### src/sv/eks_pkg.sv
// Shared types and constants for the Epanechnikov kernel smoother.
package eks_pkg;

   localparam int SAMPLE_BITS = 16;
   localparam int COUNT_BITS = 16;
   localparam int HALF_WIDTH_BITS = 4;
   localparam int CSR_ADDR_BITS = 2;
   localparam int CSR_DATA_BITS = 32;
   localparam logic [CSR_ADDR_BITS-1:0] HALF_WIDTH_ADDR = 2'd0;
   localparam logic [HALF_WIDTH_BITS-1:0] HALF_WIDTH_RESET = 4'd2;

   typedef struct packed {
      logic [SAMPLE_BITS-1:0] sample;
      logic last;
   } req_type;

   typedef struct packed {
      logic [SAMPLE_BITS-1:0] smoothed;
      logic last_out;
   } rsp_type;

   typedef enum logic [4:0] {
      S_IDLE  = 5'b00001,
      S_TAP   = 5'b00010,
      S_DRAIN = 5'b00100,
      S_DIV   = 5'b01000,
      S_EMIT  = 5'b10000
   } eks_state_type;

   typedef enum logic [1:0] {
      SEL_MEM   = 2'b00,
      SEL_FIRST = 2'b01,
      SEL_LAST  = 2'b10
   } eks_sel_type;

endpackage

### src/sv/eks_div.sv
// Restoring divider, one quotient bit per cycle.
module eks_div import eks_pkg::*; #(
   parameter int DEN_BITS = 15
) (
   input  logic                            clock,
   input  logic                            reset,
   input  logic                            start,
   input  logic [DEN_BITS+SAMPLE_BITS-1:0] num,
   input  logic [DEN_BITS-1:0]             den,
   output logic                            done,
   output logic [SAMPLE_BITS-1:0]          quot
);

   localparam int NUMB = DEN_BITS + SAMPLE_BITS;
   localparam int CNTB = $clog2(SAMPLE_BITS);

   logic            busy_ff;
   logic            done_ff;
   logic [CNTB-1:0] cnt_ff;
   logic [NUMB-1:0] rem_ff;
   logic [NUMB-1:0] dv_ff;
   logic [SAMPLE_BITS-1:0] q_ff;
   logic            ge;
   logic [NUMB-1:0] diff;

   assign ge = rem_ff >= dv_ff;
   assign diff = rem_ff - dv_ff;
   assign done = done_ff;
   assign quot = q_ff;

   always_ff @(posedge clock) begin
      if (reset) begin
         busy_ff <= 1'b0;
         done_ff <= 1'b0;
         cnt_ff <= '0;
      end else begin
         done_ff <= 1'b0;
         if (start) begin
            busy_ff <= 1'b1;
            cnt_ff <= CNTB'(SAMPLE_BITS - 1);
         end else if (busy_ff) begin
            cnt_ff <= cnt_ff - 1'b1;
            if (cnt_ff == '0) begin
               busy_ff <= 1'b0;
               done_ff <= 1'b1;
            end
         end
      end
   end

   always_ff @(posedge clock) begin
      if (start) begin
         rem_ff <= num;
         // divisor aligned to the top quotient bit
         dv_ff <= {1'b0, den, {(SAMPLE_BITS-1){1'b0}}};
      end else if (busy_ff) begin
         if (ge) begin
            rem_ff <= diff;
         end
         q_ff <= {q_ff[SAMPLE_BITS-2:0], ge};
         dv_ff <= dv_ff >> 1;
      end
   end

endmodule

### src/sv/epanechnikov_kernel_smoother.sv
// Streaming Epanechnikov kernel smoother over a ring memory of recent samples.
// The req channel takes one sample (Q8.8) with a last flag; the rsp channel
// returns smoothed samples. Output k leaves once sample k+W has arrived,
// W being the half_width register (byte address 0, reset 2). The item that
// carries last flushes every pending output, the final one with last_out set.
// Each output runs its 2W+1 taps through the ring read port and a
// multiply-accumulate pipe, drains the pipe, runs the serial division
// and loads the result register; an item with no output is taken
// without a stall, and a last item runs those steps once per flushed
// output.
// req_stall is high while an item is in work. The result register parts the
// two sides: a new item is taken while a result still waits, and when the
// receiver stalls the next result waits in the divider until the register
// frees. Reset returns the sequence count to zero; ring contents need no
// clearing, since only samples of the current sequence are read.
module epanechnikov_kernel_smoother import eks_pkg::*; #(
   parameter int MAX_HALF_WIDTH = 15
) (
   input  logic                     clock,
   input  logic                     reset,
   input  logic                     req_valid,
   output logic                     req_stall,
   input  req_type                  req_data,
   output logic                     rsp_valid,
   input  logic                     rsp_stall,
   output rsp_type                  rsp_data,
   input  logic                     csr_psel,
   input  logic                     csr_penable,
   input  logic                     csr_pwrite,
   input  logic [CSR_ADDR_BITS-1:0] csr_paddr,
   input  logic [CSR_DATA_BITS-1:0] csr_pwdata,
   output logic [CSR_DATA_BITS-1:0] csr_prdata,
   output logic                     csr_pready
);

   localparam int RING_DEPTH = 2 * MAX_HALF_WIDTH + 1;
   localparam int PW = $clog2(RING_DEPTH);
   localparam int HWB = $clog2(MAX_HALF_WIDTH + 1);
   localparam int JB = HWB + 1;
   localparam int LB = HWB + 1;
   localparam int WTB = 2 * LB;
   localparam int DENB = WTB + PW;
   localparam int NUMB = DENB + SAMPLE_BITS;
   localparam int PRODB = WTB + SAMPLE_BITS;
   localparam int MB = COUNT_BITS + 2;

   eks_state_type state_ff;
   logic [HALF_WIDTH_BITS-1:0] hw_ff;
   logic [HWB-1:0] w_cfg;
   logic [PW-1:0] wr_ff;
   logic [PW-1:0] wr_next;
   logic [COUNT_BITS-1:0] count_ff;
   logic [SAMPLE_BITS-1:0] first_ff;

   logic [COUNT_BITS-1:0] n_ff;
   logic [COUNT_BITS-1:0] k_ff;
   logic [HWB-1:0] w_ff;
   logic clip_ff;
   logic [SAMPLE_BITS-1:0] firstuse_ff;
   logic [SAMPLE_BITS-1:0] newest_ff;
   logic signed [JB-1:0] j_ff;

   logic [SAMPLE_BITS-1:0] ring [RING_DEPTH];
   logic [SAMPLE_BITS-1:0] rd_ff;
   eks_sel_type sel1_ff;
   logic [WTB-1:0] wt1_ff;
   logic v1_ff;
   logic [PRODB-1:0] prod_ff;
   logic [WTB-1:0] wt2_ff;
   logic v2_ff;
   logic [NUMB-1:0] num_ff;
   logic [DENB-1:0] den_ff;

   rsp_type rsp_ff;
   logic rspv_ff;

   logic req_acc;
   logic has_out;
   logic [COUNT_BITS-1:0] k_start;
   logic signed [MB-1:0] m_s;
   logic neg;
   logic over;
   logic [MB-1:0] back_full;
   logic [PW-1:0] back;
   logic [JB-1:0] negj;
   logic [HWB-1:0] absj;
   logic [COUNT_BITS-1:0] nk;
   logic [HWB-1:0] d;
   logic [LB-1:0] len;
   logic [WTB-1:0] wt;
   logic [PW:0] addr_wrap;
   logic [PW-1:0] addr;
   eks_sel_type sel;
   logic issue;
   logic [SAMPLE_BITS-1:0] y;
   logic div_start;
   logic div_done;
   logic [SAMPLE_BITS-1:0] quot;
   logic emit_load;
   logic more;
   logic acc_clr;
   logic csr_wr;

   // configuration port
   assign csr_pready = 1'b1;
   assign csr_wr = csr_psel && csr_penable && csr_pwrite && (csr_paddr == HALF_WIDTH_ADDR);
   assign csr_prdata = (csr_paddr == HALF_WIDTH_ADDR) ?
                       CSR_DATA_BITS'(hw_ff) : '0;

   always_comb begin
      if (HWB'(MAX_HALF_WIDTH) < hw_ff) begin
         w_cfg = HWB'(MAX_HALF_WIDTH);
      end else begin
         w_cfg = HWB'(hw_ff);
      end
   end

   assign req_stall = (state_ff != S_IDLE);
   assign req_acc = req_valid && !req_stall;
   assign wr_next = (wr_ff == PW'(RING_DEPTH - 1)) ? '0 : wr_ff + 1'b1;
   assign has_out = req_data.last || (count_ff >= COUNT_BITS'(w_cfg));
   assign k_start = (count_ff >= COUNT_BITS'(w_cfg)) ?
                    count_ff - COUNT_BITS'(w_cfg) : '0;

   // tap address and weight
   assign m_s = $signed({2'b00, k_ff}) + {{(MB-JB){j_ff[JB-1]}}, j_ff};
   assign neg = m_s[MB-1];
   assign over = clip_ff && (m_s > $signed({2'b00, n_ff}));
   assign back_full = {2'b00, n_ff} - m_s;
   assign back = back_full[PW-1:0];
   assign negj = JB'(0) - j_ff;
   assign absj = j_ff[JB-1] ? negj[HWB-1:0] : j_ff[HWB-1:0];
   assign nk = n_ff - k_ff;
   assign len = {w_ff, 1'b1};

   always_comb begin
      if (neg) begin
         d = k_ff[HWB-1:0];
         sel = SEL_FIRST;
      end else if (over) begin
         d = nk[HWB-1:0];
         sel = SEL_LAST;
      end else begin
         d = absj;
         sel = SEL_MEM;
      end
   end

   assign wt = WTB'(len) * WTB'(len) - WTB'(d) * WTB'(d);
   assign addr_wrap = (PW+1)'(wr_ff) + (PW+1)'(RING_DEPTH) - (PW+1)'(back);
   assign addr = (wr_ff >= back) ? wr_ff - back : addr_wrap[PW-1:0];
   assign issue = (state_ff == S_TAP);

   always_comb begin
      case (sel1_ff)
         SEL_FIRST: y = firstuse_ff;
         SEL_LAST:  y = newest_ff;
         default:   y = rd_ff;
      endcase
   end

   assign div_start = (state_ff == S_DRAIN) && !v1_ff && !v2_ff;
   assign emit_load = (state_ff == S_EMIT) && (!rspv_ff || !rsp_stall);
   assign more = clip_ff && (k_ff != n_ff);
   assign acc_clr = (req_acc && has_out) || (emit_load && more);

   // ring memory
   always_ff @(posedge clock) begin
      if (req_acc) begin
         ring[wr_next] <= req_data.sample;
      end
      if (issue) begin
         rd_ff <= ring[addr];
      end
   end

   // control
   always_ff @(posedge clock) begin
      if (reset) begin
         state_ff <= S_IDLE;
         hw_ff <= HALF_WIDTH_RESET;
         wr_ff <= '0;
         count_ff <= '0;
         first_ff <= '0;
         v1_ff <= 1'b0;
         v2_ff <= 1'b0;
         rspv_ff <= 1'b0;
      end else begin
         if (csr_wr) begin
            hw_ff <= csr_pwdata[HALF_WIDTH_BITS-1:0];
         end
         v1_ff <= issue;
         v2_ff <= v1_ff;
         if (emit_load) begin
            rspv_ff <= 1'b1;
         end else if (!rsp_stall) begin
            rspv_ff <= 1'b0;
         end
         if (req_acc) begin
            wr_ff <= wr_next;
            if (req_data.last) begin
               count_ff <= '0;
               first_ff <= '0;
            end else begin
               if (count_ff == '0) begin
                  first_ff <= req_data.sample;
               end
               if (count_ff != '1) begin
                  count_ff <= count_ff + 1'b1;
               end
            end
         end
         case (state_ff)
            S_IDLE: begin
               if (req_acc && has_out) begin
                  state_ff <= S_TAP;
               end
            end
            S_TAP: begin
               if (j_ff == $signed({1'b0, w_ff})) begin
                  state_ff <= S_DRAIN;
               end
            end
            S_DRAIN: begin
               if (div_start) begin
                  state_ff <= S_DIV;
               end
            end
            S_DIV: begin
               if (div_done) begin
                  state_ff <= S_EMIT;
               end
            end
            S_EMIT: begin
               if (emit_load) begin
                  state_ff <= more ? S_TAP : S_IDLE;
               end
            end
            default: state_ff <= S_IDLE;
         endcase
      end
   end

   // item context, pipeline and accumulators
   always_ff @(posedge clock) begin
      if (req_acc) begin
         n_ff <= count_ff;
         w_ff <= w_cfg;
         clip_ff <= req_data.last;
         k_ff <= k_start;
         newest_ff <= req_data.sample;
         firstuse_ff <= (count_ff == '0) ? req_data.sample : first_ff;
      end else if (emit_load && more) begin
         k_ff <= k_ff + 1'b1;
      end
      if (acc_clr) begin
         j_ff <= JB'(0) - $signed({1'b0, (req_acc ? w_cfg : w_ff)});
      end else if (issue) begin
         j_ff <= j_ff + 1'b1;
      end
      sel1_ff <= sel;
      wt1_ff <= wt;
      prod_ff <= PRODB'(wt1_ff) * PRODB'(y);
      wt2_ff <= wt1_ff;
      if (acc_clr) begin
         num_ff <= '0;
         den_ff <= '0;
      end else if (v2_ff) begin
         num_ff <= num_ff + NUMB'(prod_ff);
         den_ff <= den_ff + DENB'(wt2_ff);
      end
      if (emit_load) begin
         rsp_ff.smoothed <= quot;
         rsp_ff.last_out <= clip_ff && (k_ff == n_ff);
      end
   end

   eks_div #(
      .DEN_BITS(DENB)
   ) u_div (
      .clock(clock),
      .reset(reset),
      .start(div_start),
      .num(num_ff),
      .den(den_ff),
      .done(div_done),
      .quot(quot)
   );

   assign rsp_valid = rspv_ff;
   assign rsp_data = rsp_ff;

`ifndef SYNTH
   a_done_in_div: assert property (@(posedge clock) disable iff (reset)
      div_done |-> (state_ff == S_DIV))
      else $error("divider finished outside division state");
   a_pipe_order: assert property (@(posedge clock) disable iff (reset)
      v2_ff |-> $past(v1_ff))
      else $error("accumulate stage without multiply stage");
   a_idle_empty: assert property (@(posedge clock) disable iff (reset)
      (state_ff == S_IDLE) |-> (!v1_ff && !v2_ff))
      else $error("tap pipe busy while idle");
   a_div_empty: assert property (@(posedge clock) disable iff (reset)
      (state_ff == S_DIV) |-> (!v1_ff && !v2_ff))
      else $error("tap pipe busy during division");
`endif

endmodule

### config.mk
export PLATFORM = sky130hd
export DESIGN_NAME = epanechnikov_kernel_smoother
export DESIGN_NICKNAME = d
export VERILOG_FILES = /design/src/sv/eks_pkg.sv /design/src/sv/eks_div.sv /design/src/sv/epanechnikov_kernel_smoother.sv
export SDC_FILE = /design/constraint.sdc
export NUM_CORES = 2
export LEC_CHECK = 0
export ABC_AREA = 1
export BUFFER_PORTS_ARGS = -buffer_cell sky130_fd_sc_hd__buf_2
export CORE_MARGIN = 2
export CORE_UTILIZATION = 58
export CTS_BUF_LIST = sky130_fd_sc_hd__clkbuf_8
export CTS_CLUSTER_SIZE = 16
export DETAILED_ROUTE_END_ITERATION = 7
export PLACE_DENSITY = 0.9
export REMOVE_ABC_BUFFERS = 1
export SETUP_SLACK_MARGIN = 0.3
export SLEW_MARGIN = 30
export SYNTH_ARGS = -nofsm -noshare
export SYNTH_HDL_FRONTEND = slang
export SYNTH_HIERARCHICAL = 1
export SYNTH_SLANG_ARGS = --single-unit
### constraint.sdc
create_clock -name clock -period 5.9 [get_ports clock]
set_clock_uncertainty 0.1 [all_clocks]
set_input_delay 1.18 -clock clock [delete_from_list [all_inputs] [get_ports clock]]
set_output_delay 1.18 -clock clock [all_outputs]
set_load 0.01 [all_outputs]
=== Yosys cells after proc, flatten, opt, wreduce, memory -nomap -nowiden ===
Memory sizes are Yosys's and may differ from the RTL's. A register that Yosys moved wholly into a read port is not among the register bits.
Cells that the tools add are included.

* Input bits: 58
* Bits in registers: 317
* Word-level logic and storage cells: 152
* Memories: 1
* Output and inout bits: 52
* RAM bits: 496

* Multiply operators: 3
* Order comparisons: 5
* Muxes and demuxes: 41
* $add $sub $neg: 18
* Reduce and logical (&&, ||, !) cells: 33
* Bitwise gates (word level): 2
* Equality and inequality tests: 19

{| class="wikitable"
|+ Memory list
! memory !! words !! bits a word !! read ports !! clocked after Yosys merged registers in !! write ports !! line !! RTL
|-
| ring || 31 || 16 || 1 || 1 || 1 || epanechnikov_kernel_smoother.sv:63 || <nowiki>logic [SAMPLE_BITS-1:0] ring [RING_DEPTH];</nowiki>
|}

{| class="wikitable"
|+ Operators with widths
! operator !! count
|-
| 16-bit two-way mux || 7
|-
| 31-bit two-way mux || 3
|-
| 30-bit two-way mux || 2
|-
| 5-bit two-way mux || 9
|-
| 16-bit by 1-bit adder with 16-bit output, second input constant || 2
|-
| 4-bit two-way mux || 8
|-
| 16-bit one-hot mux with 2 select lines || 1
|-
| 31-bit by 26-bit adder with 31-bit output || 1
|-
| 31-bit by 30-bit greater-or-equal comparator with 1-bit output || 1
|-
| 31-bit by 30-bit subtractor with 31-bit output || 1
|-
| 10-bit by 16-bit multiplier with 26-bit output || 1
|-
| 5-bit one-hot mux with 5 select lines || 1
|-
| 17-bit by 5-bit adder with 18-bit output || 1
|-
| 18-bit by 17-bit greater-than comparator with 1-bit output || 1
|-
| 16-bit == test || 1
|-
| 16-bit by 4-bit greater-or-equal comparator with 1-bit output || 1
|-
| 16-bit zero test || 1
|-
| 16-bit != test || 1
|-
| 16-bit != test, second input constant || 1
|-
| 16-bit by 4-bit subtractor with 16-bit output || 1
|-
| 15-bit by 10-bit adder with 15-bit output || 1
|-
| 5-bit subtractor || 3
|-
| 1-bit logical AND || 12
|-
| 5-bit by 1-bit adder with 5-bit output, second input constant || 2
|-
| 32 further kinds || 58
|}

=== Depth between registers and ports, before layout ===
* Word-level depth: 7
* Depth in mapped cells: 44
* Gate-level depth less buffers: 44

=== By module ===
The synthesis kept the hierarchy.

{| class="wikitable"
|+ By module, submodules not included
! module !! area an instance (um2) !! instances !! sequential area each (um2) !! cells an instance
|-
| epanechnikov_kernel_smoother || 39995.9 || 1 || 20890.0 || 4139
|-
| eks_div || 5522.8 || 1 || 2282.2 || 773
|}

=== Worst setup path after synthesis ===
No wires, ideal clock.

* Path kind: reg-to-reg
* Start: register j_ff[4]
* End: register wt1_ff[9]
* Required time: 5728 ps
* Setup slack: -213 ps
* Stages on the path, launching flop included: 36
* Arrival time: 5942 ps
* Clock period less this slack: 6113 ps
* Cells stage by stage: edfxtp_1 -> ha_1 -> nand2_1 -> inv_1 -> a21oi_1 -> nand2_1 -> a31o_2 -> a211oi_1 -> xor2_1 -> ha_1 -> nand2_1 -> nor2_1 -> nand4_1 -> nand2_1 -> nand2_1 -> nand2_1 -> inv_1 -> nor2_1 -> nor2_4 -> a21oi_1 -> fa_1 -> fa_1 -> inv_1 -> fa_1 -> inv_1 -> ha_1 -> a21oi_1 -> nand2_1 -> a21oi_1 -> inv_1 -> a21oi_1 -> nor2_1 -> nor2_1 -> nor2_1 -> nor2_1 -> xor2_1

* Cells in the longest elaborated chain, start to end: 7

{| class="wikitable"
|+ Ends and longest elaborated chain
! element !! line !! RTL
|-
| start, declared || epanechnikov_kernel_smoother.sv:61 || <nowiki>logic signed [JB-1:0] j_ff;</nowiki>
|-
| start signal, assigned || epanechnikov_kernel_smoother.sv:257 || <nowiki>j_ff <= JB'(0) - $signed({1'b0, (req_acc ? w_cfg : w_ff)});</nowiki>
|-
| start signal, assigned || epanechnikov_kernel_smoother.sv:259 || <nowiki>j_ff <= j_ff + 1'b1;</nowiki>
|-
| 17-bit by 5-bit adder with 18-bit output || epanechnikov_kernel_smoother.sv:126 || <nowiki>assign m_s = $signed({2'b00, k_ff}) + {{(MB-JB){j_ff[JB-1]}}, j_ff};</nowiki>
|-
| 18-bit by 17-bit greater-than comparator with 1-bit output || epanechnikov_kernel_smoother.sv:128 || <nowiki>assign over = clip_ff && (m_s > $signed({2'b00, n_ff}));</nowiki>
|-
| 1-bit logical AND || epanechnikov_kernel_smoother.sv:128 ||
|-
| 4-bit two-way mux || epanechnikov_kernel_smoother.sv:140 || <nowiki>end else if (over) begin</nowiki>
|-
| 4-bit two-way mux (*) || epanechnikov_kernel_smoother.sv:137 || <nowiki>if (neg) begin</nowiki>
|-
| 4-bit by 4-bit multiplier with 8-bit output (*) || epanechnikov_kernel_smoother.sv:149 || <nowiki>assign wt = WTB'(len) * WTB'(len) - WTB'(d) * WTB'(d);</nowiki>
|-
| 10-bit by 8-bit subtractor with 10-bit output (*) || epanechnikov_kernel_smoother.sv:149 ||
|-
| net wt[9] || epanechnikov_kernel_smoother.sv:90 || <nowiki>logic [WTB-1:0] wt;</nowiki>
|-
| end signal, assigned || epanechnikov_kernel_smoother.sv:262 || <nowiki>wt1_ff <= wt;</nowiki>
|-
| end, declared || epanechnikov_kernel_smoother.sv:66 || <nowiki>logic [WTB-1:0] wt1_ff;</nowiki>
|}

Mark *: on every way through the listed nets, which the timed path passes. The rest lies on a longest branch.
A chain may end at the register's enable or synchronous reset.

=== Final worst setup path ===
* Start: register k_ff[0]
* End: register wt1_ff[5]

* Cells in the longest elaborated chain, start to end: 7

{| class="wikitable"
|+ Ends and longest elaborated chain
! element !! line !! RTL
|-
| start, declared || epanechnikov_kernel_smoother.sv:56 || <nowiki>logic [COUNT_BITS-1:0] k_ff;</nowiki>
|-
| start signal, assigned || epanechnikov_kernel_smoother.sv:250 || <nowiki>k_ff <= k_start;</nowiki>
|-
| start signal, assigned || epanechnikov_kernel_smoother.sv:254 || <nowiki>k_ff <= k_ff + 1'b1;</nowiki>
|-
| 17-bit by 5-bit adder with 18-bit output || epanechnikov_kernel_smoother.sv:126 ||
|-
| 18-bit by 17-bit greater-than comparator with 1-bit output || epanechnikov_kernel_smoother.sv:128 ||
|-
| 1-bit logical AND || epanechnikov_kernel_smoother.sv:128 ||
|-
| 4-bit two-way mux || epanechnikov_kernel_smoother.sv:140 ||
|-
| 4-bit two-way mux (*) || epanechnikov_kernel_smoother.sv:137 ||
|-
| 4-bit by 4-bit multiplier with 8-bit output (*) || epanechnikov_kernel_smoother.sv:149 ||
|-
| 10-bit by 8-bit subtractor with 10-bit output (*) || epanechnikov_kernel_smoother.sv:149 ||
|-
| net wt[5] || epanechnikov_kernel_smoother.sv:90 ||
|}

Marks and branches as above.

==> flow_metrics.py <==
metrics = {
    "drt": {
        "post_drt_wl_per_cell_um": 22.3,
        "first_pass_iters": 8,
        "drc": 35,
        "drt_iter0_markers": 5965,
        "via_per_inst": 6.12,
        "wirelength_um": 142000,
        "ant_nets": 0,
        "vias": 39000,
    },
    "global_route": {
        "antenna_found_initial": 4,
        "grt_pass1_wl_um": 193000,
        "grt_usage_pct": 30.2,
        "gr-total-overflow": 0,
        "grt_max_degree": 145,
        "grt_pass1_vias": 37500,
    },
    "synth": {
        "synth_top_area_cell": "edfxtp_1",
        "ys_ff_latch": 827,
        "synth_edf_count": 661,
        "synth_cell_type_count": 63,
        "synth_top_area_share_pct": 43.6,
        "synth_ff_type": "edfxtp_1",
        "yosys_warnings": 6,
        "synth_area_um2": 45500,
        "netlist_top_cells_area": "edfxtp_1, nand2_1, dfxtp_1, fa_1, ha_1",
        "syn_avg_cell_area_um2": 9.27,
        "synth-seq-area-share_pct": 50.9,
        "synthArstFlopShare_pct": 0,
        "syn_inst": 4912,
    },
    "sta": {
        "fmax_mhz": 157,
        "worst_pin_slew_ps": 1030,
        "finalHoldViolations": 0,
        "fin_crit_sh_pct": 108,
        "slew_headroom_pct": 31.6,
        "rsz0062_at_grt": "true",
        "setup_viol_count_final": 20,
        "finalWorstSetupSlack_ps": -453,
        "min_period_ps": 6350,
        "setup-tns-final_ps": -6740,
        "slew_viol_final": 0,
    },
    "place": {
        "dp_hpwl_um": 77400,
        "place_congestion": 0.944,
        "io_buffers": 52,
        "placed_cells": 6057,
    },
    "final_layout": {
        "fin_cells": 6369,
        "fillers": 5099,
        "final_layout_size_suffix_gt1_share_pct": 14.6,
        "area_growth_pct": 15.3,
        "final_util_pct": 67.6,
        "nNetsFinal": 5628,
    },
    "cts": {
        "htreeDepth": 4,
        "tritoncts": "built",
        "clkSlewWorstSetupHoldPaths_ps": 60,
        "clkLatencyLatePin_ps": 860,
        "root_buffer": "clkbuf_8",
        "clkSinkCount": 827,
        "max-clock-path-buffers": 3,
        "ctsHoldBuffers": 0,
        "cts_buffers": 133,
    },
    "worst_setup_path": {
        "worstPathRequired_ps": 6530,
        "r2r_slack_ps": -450,
        "start_kind": "flop",
        "endpoint_kind": "flop",
        "rr_startpoint": "k_ff[0]",
        "crit_slowest_cell": "fa_1",
        "arrival_ps": 6990,
        "criticalPathCategory": "reg2reg",
        "reg2reg_to": "wt1_ff[5]",
        "crit_top_cell": "nand2_2",
        "max_stage_delay_ps": 550,
        "critPathMaxFanout": 4,
        "rr_worst_depth": 37,
    },
    "hold_path": {
        "hp-start": "wt1_ff[2]",
        "min_to": "wt2_ff[2]",
        "whs_path_depth": 0,
        "holdCritPathClass": "reg2reg",
    },
    "die": {
        "core_area_um2": 77600,
        "ios": 110,
        "rows": 102,
        "start_util_pct": 58.7,
        "fp.dieW_um": 284,
        "dieArea_um2": 80700,
        "dieHeight_um": 284,
    },
    "outcome": {
        "status": "complete, but fails checks",
        "failed_checks": "DRC, setup timing",
    },
    "job": {
        "cap_violations": 0,
    },
}
==> cell families (layout without fill, tap and decap cells) <==
kind of cell / Yosys count / after routing / share of synthesized area (%)
flops: 827 / 827 / 50.9
mux: 16 / 16 / 0.396
buf+inv: 879 / 1246 / 7.72
simple gates: 2106 / 2110 / 19.0
xor+xnor: 119 / 119 / 2.29
other cells: 2 / 48 / 0.0165
compound gates: 620 / 620 / 8.00
fa+ha+maj: 343 / 343 / 11.6
==> how the worst max path moves through the flow <==
stage	start	endpoint	cells past startpoint
floorplan	j_ff[2]	rd_ff[0]	20
global placement	j_ff[4]	wt1_ff[9]	37
detailed placement	j_ff[4]	wt1_ff[9]	37
CTS	k_ff[0]	wt1_ff[9]	37
global route	k_ff[1]	wt1_ff[9]	44
finish	k_ff[0]	wt1_ff[5]	37
==> synthesized netlist by cell type, types with 10 or more instances <==
| cell | instances |
|---|---|
| fa_1 | 133 |
| nand2_1 | 1305 |
| clkbuf_1 | 75 |
| edfxtp_1 | 661 |
| nand4_1 | 39 |
| o21ai_0 | 195 |
| buf_2 | 69 |
| buf_4 | 34 |
| nand3_1 | 346 |
| inv_1 | 678 |
| a211oi_1 | 12 |
| a31oi_1 | 11 |
| nor2_1 | 329 |
| nor3_1 | 33 |
| a221o_1 | 16 |
| o22ai_1 | 26 |
| nand2_2 | 11 |
| inv_2 | 10 |
| xnor2_1 | 50 |
| xor2_1 | 69 |
| buf_1 | 11 |
| dfxtp_1 | 166 |
| ha_1 | 210 |
| a21oi_1 | 214 |
| o211ai_1 | 85 |
| mux2_2 | 16 |
==> placed cells by master, fill, tap and decap left out, drive strengths merged, types with 16 or more instances in the layout <==
cell    count
conb       45
inv       743
mux2       16
nand4      39
buf       317
dfxtp     166
nand3     354
nor3       35
fa        133
clkinv     39
nor2      337
xor2       69
o211ai     85
nand2    1320
clkbuf    142
a221o      16
edfxtp    661
o22ai      26
a21oi     217
xnor2      50
ha        210
o21ai     207
==> metrics by stage <==
step	worst slack, ps	hold slack, ps	area (µm²)
6_report	-453	277	52500
5_1_grt	-664	280	52500
4_1_cts	-154	263	51200
3_5_place_dp	-471	238	47900
3_3_place_gp	-330	237	47900
2_1_floorplan	-2750	251	44800
==> cell type report <==
class	count	area, µm²	share of cell area [%]
Antenna cell	3	7.51	0.0143
Clock buffer	138	1900	3.62
Clock inverter	96	627	1.19
Inverter	690	2590	4.95
Multi-Input combinational cell	3253	20200	38.5
Sequential cell	827	23200	44.2
Tap cell	1040	1300	2.48
Timing Repair Buffer	321	2660	5.07
Timing Repair inverter	1	7.51	0.0143
==> flip-flops by register name (all words and copies together), names as in the netlist, 5 cells and up <==
| register | flops |
|---|---|
| wr_ff | 5 |
| u_div/quot | 16 |
| wt2_ff | 9 |
| ring | 496 |
| wt1_ff | 9 |
| n_ff | 16 |
| u_div/rem_ff | 31 |
| k_ff | 16 |
| first_ff | 16 |
| newest_ff | 16 |
| rd_ff | 16 |
| u_div/dv_ff | 30 |
| count_ff | 16 |
| rsp_data | 17 |
| state_ff | 5 |
| num_ff | 31 |
| j_ff | 5 |
| firstuse_ff | 16 |
| prod_ff | 26 |
| den_ff | 15 |
==> worst max-delay path: cells and delay by family (launching register included) <==
family                   cells  cell delay, ps
adder cells (fa/ha/maj)      7            2420
flip-flops                   1             430
AO/OA/AOI/OAI                4             760
buffers and inverters       11            1170
AND/OR/NAND/NOR             13             970
XOR/XNOR                     2             430
==> per-layer routing <==
layer / track usage (%) / vias up / share of wire [%]
li1: - / 16800 / -
met1: 35.2 / 17800 / 33
met2: 51.6 / 3361 / 47
met3: 5.50 / 970 / 12
met4: 18.8 / 0 / 8.6
met5: 0 / - / 0
==> timing repair <==
| action | in CTS | in global routing |
|---|---|---|
| gates resized for setup | 122 | 205 |
| gates cloned | 2 | 8 |
| pin swaps | 54 | 106 |
| setup buffers | 22 | 43 |
| endpoints found under the setup margin | 20 | 35 |
Power is left out: the tool's default activity adds up to more than one toggle a clock period on the data nets, which glitch-free logic cannot reach.
